[config.mk]
export PLATFORM = sky130hd
export DESIGN_NAME = hhs_queue
export DESIGN_NICKNAME = d
export VERILOG_FILES = /design/src/hw/rtl/hhs_pkg.sv /design/src/hw/rtl/hhs_queue.sv
export SDC_FILE = /design/constraint.sdc
export NUM_CORES = 1
export LEC_CHECK = 0
export BUFFER_PORTS_ARGS = -buffer_cell sky130_fd_sc_hd__buf_2
export CORE_UTILIZATION = 45
export CTS_BUF_LIST = sky130_fd_sc_hd__clkbuf_8
export DETAILED_ROUTE_END_ITERATION = 10
export PLACE_DENSITY = 0.67
export SETUP_SLACK_MARGIN = 0.1
export SYNTH_ARGS = -nofsm -noshare
export SYNTH_HDL_FRONTEND = slang
export SYNTH_SLANG_ARGS = --single-unit
[constraint.sdc]
create_clock -name clk -period 4.87 [get_ports clk]
set_clock_uncertainty 0.1 [all_clocks]
set_input_delay 0.2435 -clock clk [delete_from_list [all_inputs] [get_ports clk]]
set_output_delay 0.2435 -clock clk [all_outputs]
set_load 0.02 [all_outputs]
[src/hw/rtl/hhs_pkg.sv]
// ----------------------------------------------------------------------------
// hhs_pkg: shared types and constants for the heightmap height sampler
// Store geometry, command codes, register indexes and inter-module structs.
// ----------------------------------------------------------------------------
package hhs_pkg;

  localparam int MAP_DIM     = 257;
  localparam int STORE_DEPTH = MAP_DIM * MAP_DIM;
  localparam int ADDR_W      = $clog2(STORE_DEPTH);
  localparam int DIM_W       = $clog2(MAP_DIM + 1);
  localparam int IDX_W       = $clog2(MAP_DIM - 1);
  localparam int FRAC_W      = 16;
  localparam int PROD_W      = 56;
  localparam int QUEUE_DEPTH = 4;

  localparam logic [FRAC_W:0] FRAC_ONE = 17'h10000;

  typedef enum logic {
    CMD_WRITE = 1'b0,
    CMD_QUERY = 1'b1
  } cmd_t;

  localparam logic [2:0] REG_HALF_WIDTH   = 3'd0;
  localparam logic [2:0] REG_HALF_DEPTH   = 3'd1;
  localparam logic [2:0] REG_INV_SPACING  = 3'd2;
  localparam logic [2:0] REG_GRID_COLUMNS = 3'd3;
  localparam logic [2:0] REG_GRID_ROWS    = 3'd4;

  typedef struct packed {
    logic [30:0] half_width;
    logic [30:0] half_depth;
    logic [23:0] inv_cell_spacing;
    logic [8:0]  grid_columns;
    logic [8:0]  grid_rows;
  } cfg_t;

  // one classified item between front and back
  typedef struct packed {
    cmd_t              cmd;
    logic [16:0]       sample_index;
    logic [15:0]       sample_value;
    logic              out_of_range;
    logic [PROD_W-1:0] prod_col;
    logic [PROD_W-1:0] prod_row;
  } entry_t;

  function automatic logic [DIM_W-1:0] clamp_dim(input logic [8:0] n);
    logic [DIM_W-1:0] r;
    if (n < 9'd2) r = DIM_W'(2);
    else if ({1'b0, n} > 10'(MAP_DIM)) r = DIM_W'(MAP_DIM);
    else r = DIM_W'(n);
    return r;
  endfunction

endpackage

[src/hw/rtl/hhs_queue.sv]
// ----------------------------------------------------------------------------
// hhs_queue: short FIFO between front and back
// Decouples front stalls from back stalls.
// ----------------------------------------------------------------------------
module hhs_queue (
  input  logic            clk,
  input  logic            rst_n,
  input  logic            push,
  input  hhs_pkg::entry_t push_data,
  output logic            full,
  input  logic            pop,
  output logic            head_valid,
  output hhs_pkg::entry_t head_data
);
  import hhs_pkg::*;

  localparam int PTR_W = $clog2(QUEUE_DEPTH);

  entry_t           slots_r [QUEUE_DEPTH];
  logic [PTR_W-1:0] wr_ptr_r, rd_ptr_r;
  logic [PTR_W:0]   count_r;

  assign full       = (count_r == (PTR_W+1)'(QUEUE_DEPTH));
  assign head_valid = (count_r != '0);
  assign head_data  = slots_r[rd_ptr_r];

  always_ff @(posedge clk) begin
    if (push) slots_r[wr_ptr_r] <= push_data;
  end

  always_ff @(posedge clk) begin
    if (!rst_n) begin
      wr_ptr_r <= '0;
      rd_ptr_r <= '0;
      count_r  <= '0;
    end else begin
      if (push) wr_ptr_r <= wr_ptr_r + 1'b1;
      if (pop)  rd_ptr_r <= rd_ptr_r + 1'b1;
      if (push && !pop) count_r <= count_r + 1'b1;
      else if (pop && !push) count_r <= count_r - 1'b1;
    end
  end

  a_no_overflow: assert property (@(posedge clk) disable iff (!rst_n)
    push |-> (!full || pop)) else $error("queue push while full");
  a_no_underflow: assert property (@(posedge clk) disable iff (!rst_n)
    pop |-> head_valid) else $error("queue pop while empty");
  a_count_bound: assert property (@(posedge clk) disable iff (!rst_n)
    count_r <= (PTR_W+1)'(QUEUE_DEPTH)) else $error("queue count beyond depth");
  a_pop_drains: assert property (@(posedge clk) disable iff (!rst_n)
    (pop && !push) |=> count_r == $past(count_r) - 1'b1)
    else $error("queue count did not drop");

endmodule

# Word-level counts from Yosys, hierarchy flattened
# Memory sizes are Yosys's and may differ from the RTL's. A register that Yosys moved wholly into a read port is not among the register bits.
# Cells that the tools add are included.
# totals
ff_bits	7
elab_cells	21
memories	1
ram_bits	588
# classes
eq_ne	1
addsub	4
n_reduce_logical	6
n_mux	6
# memory_table
name	words	word_bits	rd	rd_ports_with_merged_regs	write_ports	line_no	source
slots_r	4	147	1	1	1	hhs_queue.sv:19	entry_t slots_r [QUEUE_DEPTH];
# ops
operator	count
$mux 3	2
$add 2x1->2 const B	2
$mux 2	2
$add 3x1->3 const B	1
$eq 3x3->1 const B	1
$reduce_bool 3->1	1
$sub 3x1->3 const B	1
$logic_and 1x1->1	2
$logic_not 1->1	2
$mux 1	2
$reduce_bool 2->1	1

# Depth between registers and ports, before layout
# logic_depth
ltp_word	4
mapped_depth	7

# Worst setup path after synthesis
# OpenSTA, ideal clock, no wires.
# synth_timing
path_type	register to register
from	register wr_ptr_r[0]
to	memory slots_r[0][0] (netlist bit) (enable)
path_stages_with_launch	4
setup_slack_ps	343
arrival_ps	3904
cell_sequence	dfxtp_1 > inv_1 > ha_1 > and2_1
# synth_lines
item	line_no	source
from (decl)	hhs_queue.sv:20	logic [PTR_W-1:0] wr_ptr_r, rd_ptr_r;
from (signal assigned)	hhs_queue.sv:37	if (push) wr_ptr_r <= wr_ptr_r + 1'b1;
to (decl)	hhs_queue.sv:19	
# Straight into the memory's write port.

==> metrics <==
Placed Cells=1708; Yosys warning total=0; FP Rows=80; arrival time at the worst endpoint=2760 ps; Area growth, synth to finish=24.4%; sequential fraction of design power=0.542; WL met3=approximately 2600 um; footprint of the multi-input gates=0.00357 mm2; crit path max-delay cell type=dfxtp_4; port bufs=roughly 300; DRT antenna net count=0; Top FF cell, synth=edfxtp_1; per-cell routed wire length=20.8 um; Post-Place Cell Area=approximately 0.024 mm2; Seq. cell area=approximately 0.018 mm2; worst-path maximum fanout=46; Net count, final=about 1500; first-pass GRT wire length=64800 um; Core ar.=0.0477 mm2; Sink Count=597; TritonCTS Buffers=95; Longest Clk Path Bufs=3; Mapped Area=0.0218 mm2; Tcrit/Tclk final=0.638; Yosys cell types=22; Die ar.=~0.049 mm2; GRT Util Overall=0.175; Slew @ Worst Pin=866 ps; H-Tree Depth=3; Skew-Pair Late Insertion Delay=670 ps; I/O pins=300; NetSw=2660 uW; Seq/Total Area, Yosys=0.818; RSZ-0062 raised after global routing=false; PD cells=408 mW/mm2; Comb pwr share=0.116; CTS clk-pin slew, worst paths=60 ps; vias in the first global route=11509; Final Hold Viols=0; initial DRC count=roughly 600; final count of pins violating max slew=0; headroom to the max-slew limit=0.423; worst hold-check path type=in2reg; Pre-Repair DR Iteration Count=5; Via Count=10281; Initial Util=0.457; most common cell in the netlist=edfxtp_1; Detailed Route WL=~42000 um; grt total ovfl=0; Worst Setup End Kind=primary output; Final Wtd Congestion=0.710; Top Metal Used=met5; maxcap violations=0; CP required=4530 ps; Layout Cells excl Fill=2033; setup violators final=0; crit-path leading delay family=flip-flops; Worst setup SP type=flip-flop; CTS Root Cell=clkbuf_8; largest net degree at the start of global routing=69; Synth Net Count=968; ratio of cells with drive above 1 in the final layout=0.409; synth cell count leaders=edfxtp_1, mux4_2, buf_12, buf_2; fillers=about 3600; peak supply drop=0.000257 V; Yosys reg bits=597; Pint=8400 uW; WS Path Type=reg2out; Lkg Pwr=between 0.009 and 0.01 uW; syn avg cell area=26.9 um2; fmax=between 300 and 400 MHz; asr flop ratio synth=0; top-area cell type share of the netlist area=0.810; drt drc=0; Post-synth EDFFs=588; TritonCTS clock tree=built; dpl hpwl=24000 um; metal1 wirelength=about 17000 um; Post-Layout Inst Area=0.0271 mm2; largest cells by area after synthesis=edfxtp_1, mux4_2, buf_12, dfxtp_1, buf_2; Die Span Y=222 um; Post-CTS Setup Inserts=0; die width=222 um; WP buf/inv=2; antenna violations before repair=2; Sw Share=0.241; number of vias per cell=5.06; Final min period=3110 ps; run status=complete, no violations; Largest stage delay, worst path=860 ps; Clock power frac=0.342; TNS Setup=0 ps; Yosys top cell by area=edfxtp_1; Syn Inst Count=811; met2 wire len=21400 um; CP Cell Sequence=buf_12, mux4_2, buf_2
## per-layer routing
layer,up-vias,GRT usage
met4,2,0.0741
li1,4595,-
met2,309,0.290
met3,62,0.0508
met1,5313,0.217
met5,-,0
## power groups by stage
stage	Clock, uW	Combinational (uW)	Sequential, uW
final	3780	1290	5990
after global routing	4120	1370	6010
after CTS	3910	1310	6000
after detailed placement	0	1210	6100
after global placement	0	1200	6090
after floorplan	0	830	6080
## state kept, by name, summed over array words and instances (netlist names), named ones only
| register | count |
|---|---|
| count_r | 3 |
| rd_ptr_r | 2 |
| slots_r | 588 |
| wr_ptr_r | 2 |
## kinds of logic (layout without fill, tap and decap cells)
group           count (synthesis)  count (layout)  share of synthesized area
compound gates                  2               2                   0.000574
xor+xnor                        5               5                    0.00201
fa+ha+maj                       6               6                    0.00379
buf+inv                        37             643                     0.0186
flops                         597             597                      0.818
mux                           149             149                      0.153
other cells                     0               1                          0
simple gates                   15              15                    0.00425
## through the flow
stage          power [uW]  utilization  worst slack [ps]  hold slack, ps
2_1_floorplan        6910            -               343             242
5_1_grt             11500        0.568              1530             180
6_report            11100        0.568              1760             222
3_3_place_gp         7290        0.501              2350             354
4_1_cts             11200        0.568              1590             139
3_5_place_dp         7310        0.501              2360             360
## repair_timing
| action | 4_1_cts | 5_1_grt |
|---|---|---|
| hold buffers | 151 | 0 |
| resized for setup | 0 | 0 |
| hold endpoints to repair | 611 | 0 |
## layout make-up
cell class              count  share of cell area
diodes                      1           0.0000922
clock buffers              98              0.0497
clock inverters            75              0.0129
inverters                   4            0.000553
multi-input cells         177               0.132
flip-flops and latches    597               0.658
well taps                 615              0.0284
repair buffers            466               0.119
## placed cells by master, fill, tap and decap left out, types with 3 or more instances in the layout
master,instances
clkinv_1,20
mux4_2,147
and2_1,5
xor2_1,3
buf_2,299
inv_6,3
dfxtp_1,7
and2_4,4
ha_1,5
buf_4,8
clkinv_2,6
buf_12,8
inv_1,45
edfxtp_1,588
clkbuf_8,98
dlygate4sd3_1,151
## path summary, 6_finish.rpt
path	endpoint	from	depth (start not counted)	slack, ps
max reg2reg	slots_r[1][61]	wr_ptr_r[0]	3	2560
max	head_data[64]	flip-flop	3	1760
min reg2reg	count_r[2]	count_r[2]	2	400
min	slots_r[3][139]	push_data[139]	2	220
## worst register-to-register path, stage by stage, from the launching register on
cell and delay, ps:
dfxtp_1 400, ha_1 170, and2_4 690, buf_4 540
(Power assumes the default switching activity.)
