<file path="config.mk">
export PLATFORM = sky130hd
export DESIGN_NAME = hhs_front
export DESIGN_NICKNAME = d
export VERILOG_FILES = /design/src/hw/rtl/hhs_pkg.sv /design/src/hw/rtl/hhs_front.sv
export SDC_FILE = /design/constraint.sdc
export NUM_CORES = 2
export LEC_CHECK = 0
export BUFFER_PORTS_ARGS = -buffer_cell sky130_fd_sc_hd__buf_2
export CORE_ASPECT_RATIO = 0.75
export CORE_MARGIN = 4
export CORE_UTILIZATION = 50
export CTS_BUF_LIST = sky130_fd_sc_hd__clkbuf_8
export CTS_CLUSTER_DIAMETER = 120
export CTS_CLUSTER_SIZE = 25
export DETAILED_ROUTE_END_ITERATION = 7
export GPL_TIMING_DRIVEN = 0
export PLACE_DENSITY = 0.79
export SLEW_MARGIN = 20
export SYNTH_ARGS = -nofsm -noshare
export SYNTH_HDL_FRONTEND = slang
export SYNTH_SLANG_ARGS = --single-unit
export TNS_END_PERCENT = 10
</file>
<file path="constraint.sdc">
create_clock -name clk -period 7.33 [get_ports clk]
set_input_delay 0.3665 -clock clk [delete_from_list [all_inputs] [get_ports clk]]
set_output_delay 0.3665 -clock clk [all_outputs]
set_load 0.01 [all_outputs]
</file>
<file path="src/hw/rtl/hhs_pkg.sv">
// ----------------------------------------------------------------------------
// hhs_pkg: shared types and constants for the heightmap height sampler
// Store geometry, command codes, register indexes and inter-module structs.
// ----------------------------------------------------------------------------
package hhs_pkg;

  localparam int MAP_DIM     = 257;
  localparam int STORE_DEPTH = MAP_DIM * MAP_DIM;
  localparam int ADDR_W      = $clog2(STORE_DEPTH);
  localparam int DIM_W       = $clog2(MAP_DIM + 1);
  localparam int IDX_W       = $clog2(MAP_DIM - 1);
  localparam int FRAC_W      = 16;
  localparam int PROD_W      = 56;
  localparam int QUEUE_DEPTH = 4;

  localparam logic [FRAC_W:0] FRAC_ONE = 17'h10000;

  typedef enum logic {
    CMD_WRITE = 1'b0,
    CMD_QUERY = 1'b1
  } cmd_t;

  localparam logic [2:0] REG_HALF_WIDTH   = 3'd0;
  localparam logic [2:0] REG_HALF_DEPTH   = 3'd1;
  localparam logic [2:0] REG_INV_SPACING  = 3'd2;
  localparam logic [2:0] REG_GRID_COLUMNS = 3'd3;
  localparam logic [2:0] REG_GRID_ROWS    = 3'd4;

  typedef struct packed {
    logic [30:0] half_width;
    logic [30:0] half_depth;
    logic [23:0] inv_cell_spacing;
    logic [8:0]  grid_columns;
    logic [8:0]  grid_rows;
  } cfg_t;

  // one classified item between front and back
  typedef struct packed {
    cmd_t              cmd;
    logic [16:0]       sample_index;
    logic [15:0]       sample_value;
    logic              out_of_range;
    logic [PROD_W-1:0] prod_col;
    logic [PROD_W-1:0] prod_row;
  } entry_t;

  function automatic logic [DIM_W-1:0] clamp_dim(input logic [8:0] n);
    logic [DIM_W-1:0] r;
    if (n < 9'd2) r = DIM_W'(2);
    else if ({1'b0, n} > 10'(MAP_DIM)) r = DIM_W'(MAP_DIM);
    else r = DIM_W'(n);
    return r;
  endfunction

endpackage

</file>
<file path="src/hw/rtl/hhs_front.sv">
// ----------------------------------------------------------------------------
// hhs_front: query classification and cell-space scaling
// Range check the position, then scale both offsets by the reciprocal spacing.
// ----------------------------------------------------------------------------
module hhs_front (
  input  logic           clk,
  input  logic           rst_n,
  input  hhs_pkg::cfg_t  cfg,
  input  logic           in_valid,
  output logic           in_ready,
  input  logic           in_cmd,
  input  logic [16:0]    in_sample_index,
  input  logic [15:0]    in_sample_value,
  input  logic [31:0]    in_pos_x,
  input  logic [31:0]    in_pos_z,
  output logic           push,
  output hhs_pkg::entry_t push_data,
  input  logic           q_full
);
  import hhs_pkg::*;

  logic        en;
  logic        f1_valid_r, f2_valid_r;
  cmd_t        f1_cmd_r;
  logic [16:0] f1_idx_r;
  logic [15:0] f1_val_r;
  logic        f1_oor_r;
  logic [31:0] f1_u_r, f1_v_r;
  entry_t      f2_r;

  logic signed [33:0] u, v;
  logic               oor;

  assign en       = !f2_valid_r || !q_full;
  assign in_ready = en;
  assign push     = f2_valid_r && !q_full;
  assign push_data = f2_r;

  always_comb begin
    u   = {{2{in_pos_x[31]}}, in_pos_x} + {3'b000, cfg.half_width};
    v   = {3'b000, cfg.half_depth} - {{2{in_pos_z[31]}}, in_pos_z};
    oor = u[33] || (u[32:0] > {1'b0, cfg.half_width, 1'b0}) ||
          v[33] || (v[32:0] > {1'b0, cfg.half_depth, 1'b0});
  end

  always_ff @(posedge clk) begin
    if (!rst_n) begin
      f1_valid_r <= 1'b0;
      f2_valid_r <= 1'b0;
    end else if (en) begin
      f1_valid_r <= in_valid;
      f2_valid_r <= f1_valid_r;
    end
  end

  always_ff @(posedge clk) begin
    if (en) begin
      f1_cmd_r <= cmd_t'(in_cmd);
      f1_idx_r <= in_sample_index;
      f1_val_r <= in_sample_value;
      f1_oor_r <= oor;
      f1_u_r   <= u[31:0];
      f1_v_r   <= v[31:0];
      f2_r.cmd          <= f1_cmd_r;
      f2_r.sample_index <= f1_idx_r;
      f2_r.sample_value <= f1_val_r;
      f2_r.out_of_range <= f1_oor_r;
      f2_r.prod_col     <= f1_u_r * cfg.inv_cell_spacing;
      f2_r.prod_row     <= f1_v_r * cfg.inv_cell_spacing;
    end
  end

endmodule

</file>
* Word-level counts from Yosys, hierarchy flattened
Index checks and enable logic that the tools add are counted.
** Cells by class
- $add $sub $neg :: 2
- Multiply operators :: 2
- $lt $le $gt $ge :: 2
- Reduce and logical (&&, ||, !) cells :: 7
** Operators with widths (count)
- multiplier 32 x 24 -> 56 bit :: 2
- > comparator 33 x 32 -> 1 bit :: 2
- adder 32 x 32 -> 33 bit :: 1
- subtractor 32 x 32 -> 33 bit :: 1
- logical OR 1 bit :: 4
- zero test 1 bit :: 2
- logical AND 1 bit :: 1
** Storage, ports and cells
- Register bits :: 248
- Input bits :: 206

* Longest topological paths before layout
- Word-level depth :: 5
- Depth in mapped cells :: 28
- Gate-level depth less buffers :: 26

* Worst setup path after synthesis
OpenSTA, ideal clock, no wires.
- Path kind :: input to register
- From :: in cfg[27] in the netlist's numbering
- To :: reg f2_r, in the netlist push_data[55], data pin
- Library setup time :: 0.265 ns
- Arrival time :: 6.995 ns
- Data required time :: 7.065 ns
- Slack :: 0.070 ns
- Stages :: 27
- Path buffers :: 3
- Path through :: clkbuf_1 clkbuf_1 nand2_1 fa_1 fa_1 inv_1 fa_1 inv_1 fa_1 inv_1 fa_1 fa_1 inv_1 fa_1 inv_1 ha_1 clkbuf_1 nand4_1 nor3_1 and3_1 o21a_1 nor3_1 o31a_1 o311a_1 nor3b_1 a311oi_1 xnor2_1
** On the way
- Cells in the longest elaborated chain, start to end :: 1
** RTL lines
- from (decl) :: RTL line hhs_front.sv:8 : input hhs_pkg::cfg_t cfg,
- multiplier 32 x 24 -> 56 bit :: RTL line hhs_front.sv:69 : f2_r.prod_row <= f1_v_r * cfg.inv_cell_spacing;
- to (decl) :: RTL line hhs_front.sv:29 : entry_t f2_r;
Every way passes these cells.
A chain may end at the register's enable or synchronous reset.

* Worst setup path in the final report
- From :: in cfg[23] in the netlist's numbering
- To :: reg f2_r, in the netlist push_data[55], data pin
The elaborated chain is that of the path after synthesis.

==> flow_metrics.tcl <==
set metrics [dict create \
    status "finished with violations" \
    failed_checks "setup timing" \
    clock_skew_ps 19.9 \
    grt_usage_pct 33.8 \
    criticalPathCategory "in2reg" \
    synthFlopType "edfxtp_1" \
    synth-xor-area-share_pct 2.24 \
    worstPathMaxFanout 10 \
    max_cap_violations 0 \
    placed_cells 8487 \
    grt-ovfl-total 0 \
    synth_cell_types 69 \
    whs_endpoint "f1_u_r[0]$_DFFE_PP_" \
    reg2reg_depth 28 \
    timing.rr.end "push_data[55]$_DFFE_PP_" \
    synth_compound_area_share_pct 5.54 \
    ys_ff_latch 248 \
    nets 9052 \
    design.core.area_mm2 0.122 \
    area_delta_synth_final_pct 12.5 \
    slew-limit-headroom_pct 25.4 \
    required_ps 7820 \
    grt_pass1_wl_um 320000 \
    worstMarginPinSlew_ps 1120 \
    initial_core_util_pct 50.3 \
    cts-root-buf "clkbuf_8" \
    antenna_found_initial 37 \
    rrSetupSlack_ps -200 \
    drive_gt1_share_pct 12.1 \
    start_kind "input pin" \
    crit_arrival_ps 8140 \
    synthAdderAreaFrac_pct 53.0 \
    yosysTopAreaCellShare_pct 43.0 \
    via_per_inst 5.57 \
    netlist_instances 6530 \
    place.gp.congestion 1.01 \
    yosys-top-cells-count "inv_1 (1585), fa_1 (1318), nand2_1 (835), and2_1 (790), ha_1 (488)" \
    synth.top_cells.by_area "fa_1 (43%), edfxtp_1 (12%), ha_1 (10%), inv_1 (9.7%), and2_1 (8.1%)" \
    hold_path_class "in2reg" \
    antenna_left 0 \
    vias 48461 \
    synth.cell_area_mm2 0.0614 \
    finalCritPeriodShare_pct 104 \
    instances_no_fill 8700 \
    numCtsBuffers 15 \
    min_from "cfg[73]" \
    synthesis.nets 8542 \
    clkTransAtPathRegs_ps 140 \
    cts_tree "built" \
    min_path_cells 2 \
    htree_levels 1 \
    clock_path_buffers 3 \
    grt_pass1_vias 50967 \
    die_h_um 311 \
    post-route-util_pct 56.6 \
    cp-end-kind "flip-flop" \
    wirelength_um 214000 \
    synth_edf_count 246 \
    detail_route.first_pass.iterations 7 \
    fin_ws_ps -321 \
    syn_area_per_cell_um2 9.40 \
    cts.sinks 248 \
    yosysMostFrequentCell "inv_1" \
    finalSetupViolCount 14 \
    clock_latency_ps 680 \
    dp_hpwl_um 176000 \
    synthSimpleGateAreaFrac_pct 15.6 \
    hold_viol 0 \
    drt_iter0_markers 4885 \
    fin_crit_ps 7650 \
    io_buffers 314 \
    synthMuxAreaShare_pct 0 \
    drv_slew 0 \
    ys_warn_count 0 \
    die_area_mm2 0.128 \
    synth_top_family_by_area "adder cells" \
    num_rows 111 \
    r2r-start "f1_v_r[7]$_DFFE_PP_" \
    ioPinCount 355 \
    drcViolationCount 0 \
    grt_max_degree 59 \
    grt_setup_unrepaired "yes" \
    wl_per_cell_um 24.6 \
    synth.yosys.seq_area_share_pct 12.1 \
    yosysTopAreaCell "fa_1" \
    die_width_um 413 \
    max_freq_mhz 131 \
    async_reset_ff_share_pct 0 \
]
==> worst max-delay path, cell delays in order <==
cell	delay, ps
clkbuf_2	500
clkbuf_2	680
nand2_1	180
fa_1	520
inv_1	60
fa_1	480
inv_1	70
fa_1	490
fa_1	520
inv_1	50
fa_1	470
fa_1	490
inv_1	50
fa_1	470
inv_1	70
ha_4	310
nand4_1	120
buf_6	150
nor3_4	170
and3_4	220
o21a_4	150
nor3_4	70
o31a_1	370
o311a_4	390
nor3b_4	250
a311oi_2	160
xnor2_1	280
==> per-layer routing <==
metal / share of wire (%) / vias up / track usage (%)
met5: 0.19 / - / 1.35
met4: 4.7 / 38 / 12.1
met3: 15 / 510 / 14.2
met2: 41 / 2910 / 48.1
met1: 39 / 24545 / 46.1
li1: - / 20458 / -
==> repair_timing <==
| action | 4_1_cts | 5_1_grt |
|---|---|---|
| gates cloned | 0 | 1 |
| setup buffers | 121 | 20 |
| hold buffers | 39 | 0 |
| endpoints found under the hold margin | 37 | 0 |
| resized for setup | 434 | 262 |
| setup endpoints to repair | 69 | 49 |
| pin swaps | 53 | 64 |
==> stage by stage <==
| step | instance area, um^2 | setup WS, ps | TNS, ps | hold slack (ps) |
|---|---|---|---|---|
| 2_1_floorplan | 61400 | 70.3 | 0 | 400 |
| 3_3_place_gp | 65000 | -2700 | -534180 | 400 |
| 3_5_place_dp | 65100 | -2220 | -94200 | 405 |
| 4_1_cts | 68400 | -136 | -1100 | 7.69 |
| 5_1_grt | 69000 | -429 | -5050 | 41.3 |
| 6_report | 69000 | -321 | -2160 | 52.2 |
==> final cells by class <==
| type | count | area, um^2 |
|---|---|---|
| Multi-Input combinational cell | 4385 | 47700 |
| Fill cell | 10749 | 53000 |
| Buffer | 305 | 2070 |
| Tap cell | 1638 | 2050 |
| Clock inverter | 8 | 71.3 |
| Clock buffer | 16 | 220 |
| Antenna cell | 15 | 37.5 |
| Inverter | 1585 | 5950 |
| Timing Repair Buffer | 500 | 3510 |
| Sequential cell | 248 | 7430 |
==> sequential cells by signal, indices dropped and copies added (netlist names) <==
name	flops
f1_v_r	32
f1_valid_r	1
f1_val_r	16
push_data	147
f1_cmd_r	1
f2_valid_r	1
f1_u_r	32
f1_oor_r	1
f1_idx_r	17
==> logic make-up after synthesis <==
logic type / count (synthesis)
AND/OR/NAND/NOR: 1898
AO/OA/AOI/OAI: 524
XOR/XNOR: 157
adder cells (fa/ha/maj): 1806
flip-flops: 248
buffers and inverters: 1897
==> placed cells by master, fill, tap and decap left out, types with 43 or more instances in the layout <==
| master | instances |
|---|---|
| xor2_1 | 43 |
| a21oi_1 | 159 |
| and2_1 | 785 |
| inv_1 | 1580 |
| nand2_1 | 828 |
| fa_1 | 1304 |
| xnor2_1 | 108 |
| clkbuf_2 | 108 |
| a21o_1 | 112 |
| buf_4 | 120 |
| edfxtp_1 | 246 |
| ha_1 | 457 |
| nor2_1 | 79 |
| buf_2 | 323 |
| o21ai_0 | 71 |
| clkbuf_1 | 79 |
==> worst max path at each step <==
stage                                    start                 endpoint  slack, ps
after floorplan                        cfg[27]  push_data[55]$_DFFE_PP_         70
after global placement                 cfg[23]  push_data[50]$_DFFE_PP_      -2700
after detailed placement               cfg[25]  push_data[55]$_DFFE_PP_      -2220
after CTS                  f1_v_r[6]$_DFFE_PP_  push_data[51]$_DFFE_PP_       -140
after global routing      f1_v_r[27]$_DFFE_PP_  push_data[53]$_DFFE_PP_       -430
final                                  cfg[23]  push_data[55]$_DFFE_PP_       -320
Power is left out: the tool's default activity adds up to more than one toggle a clock period on the data nets, which glitch-free logic cannot reach.
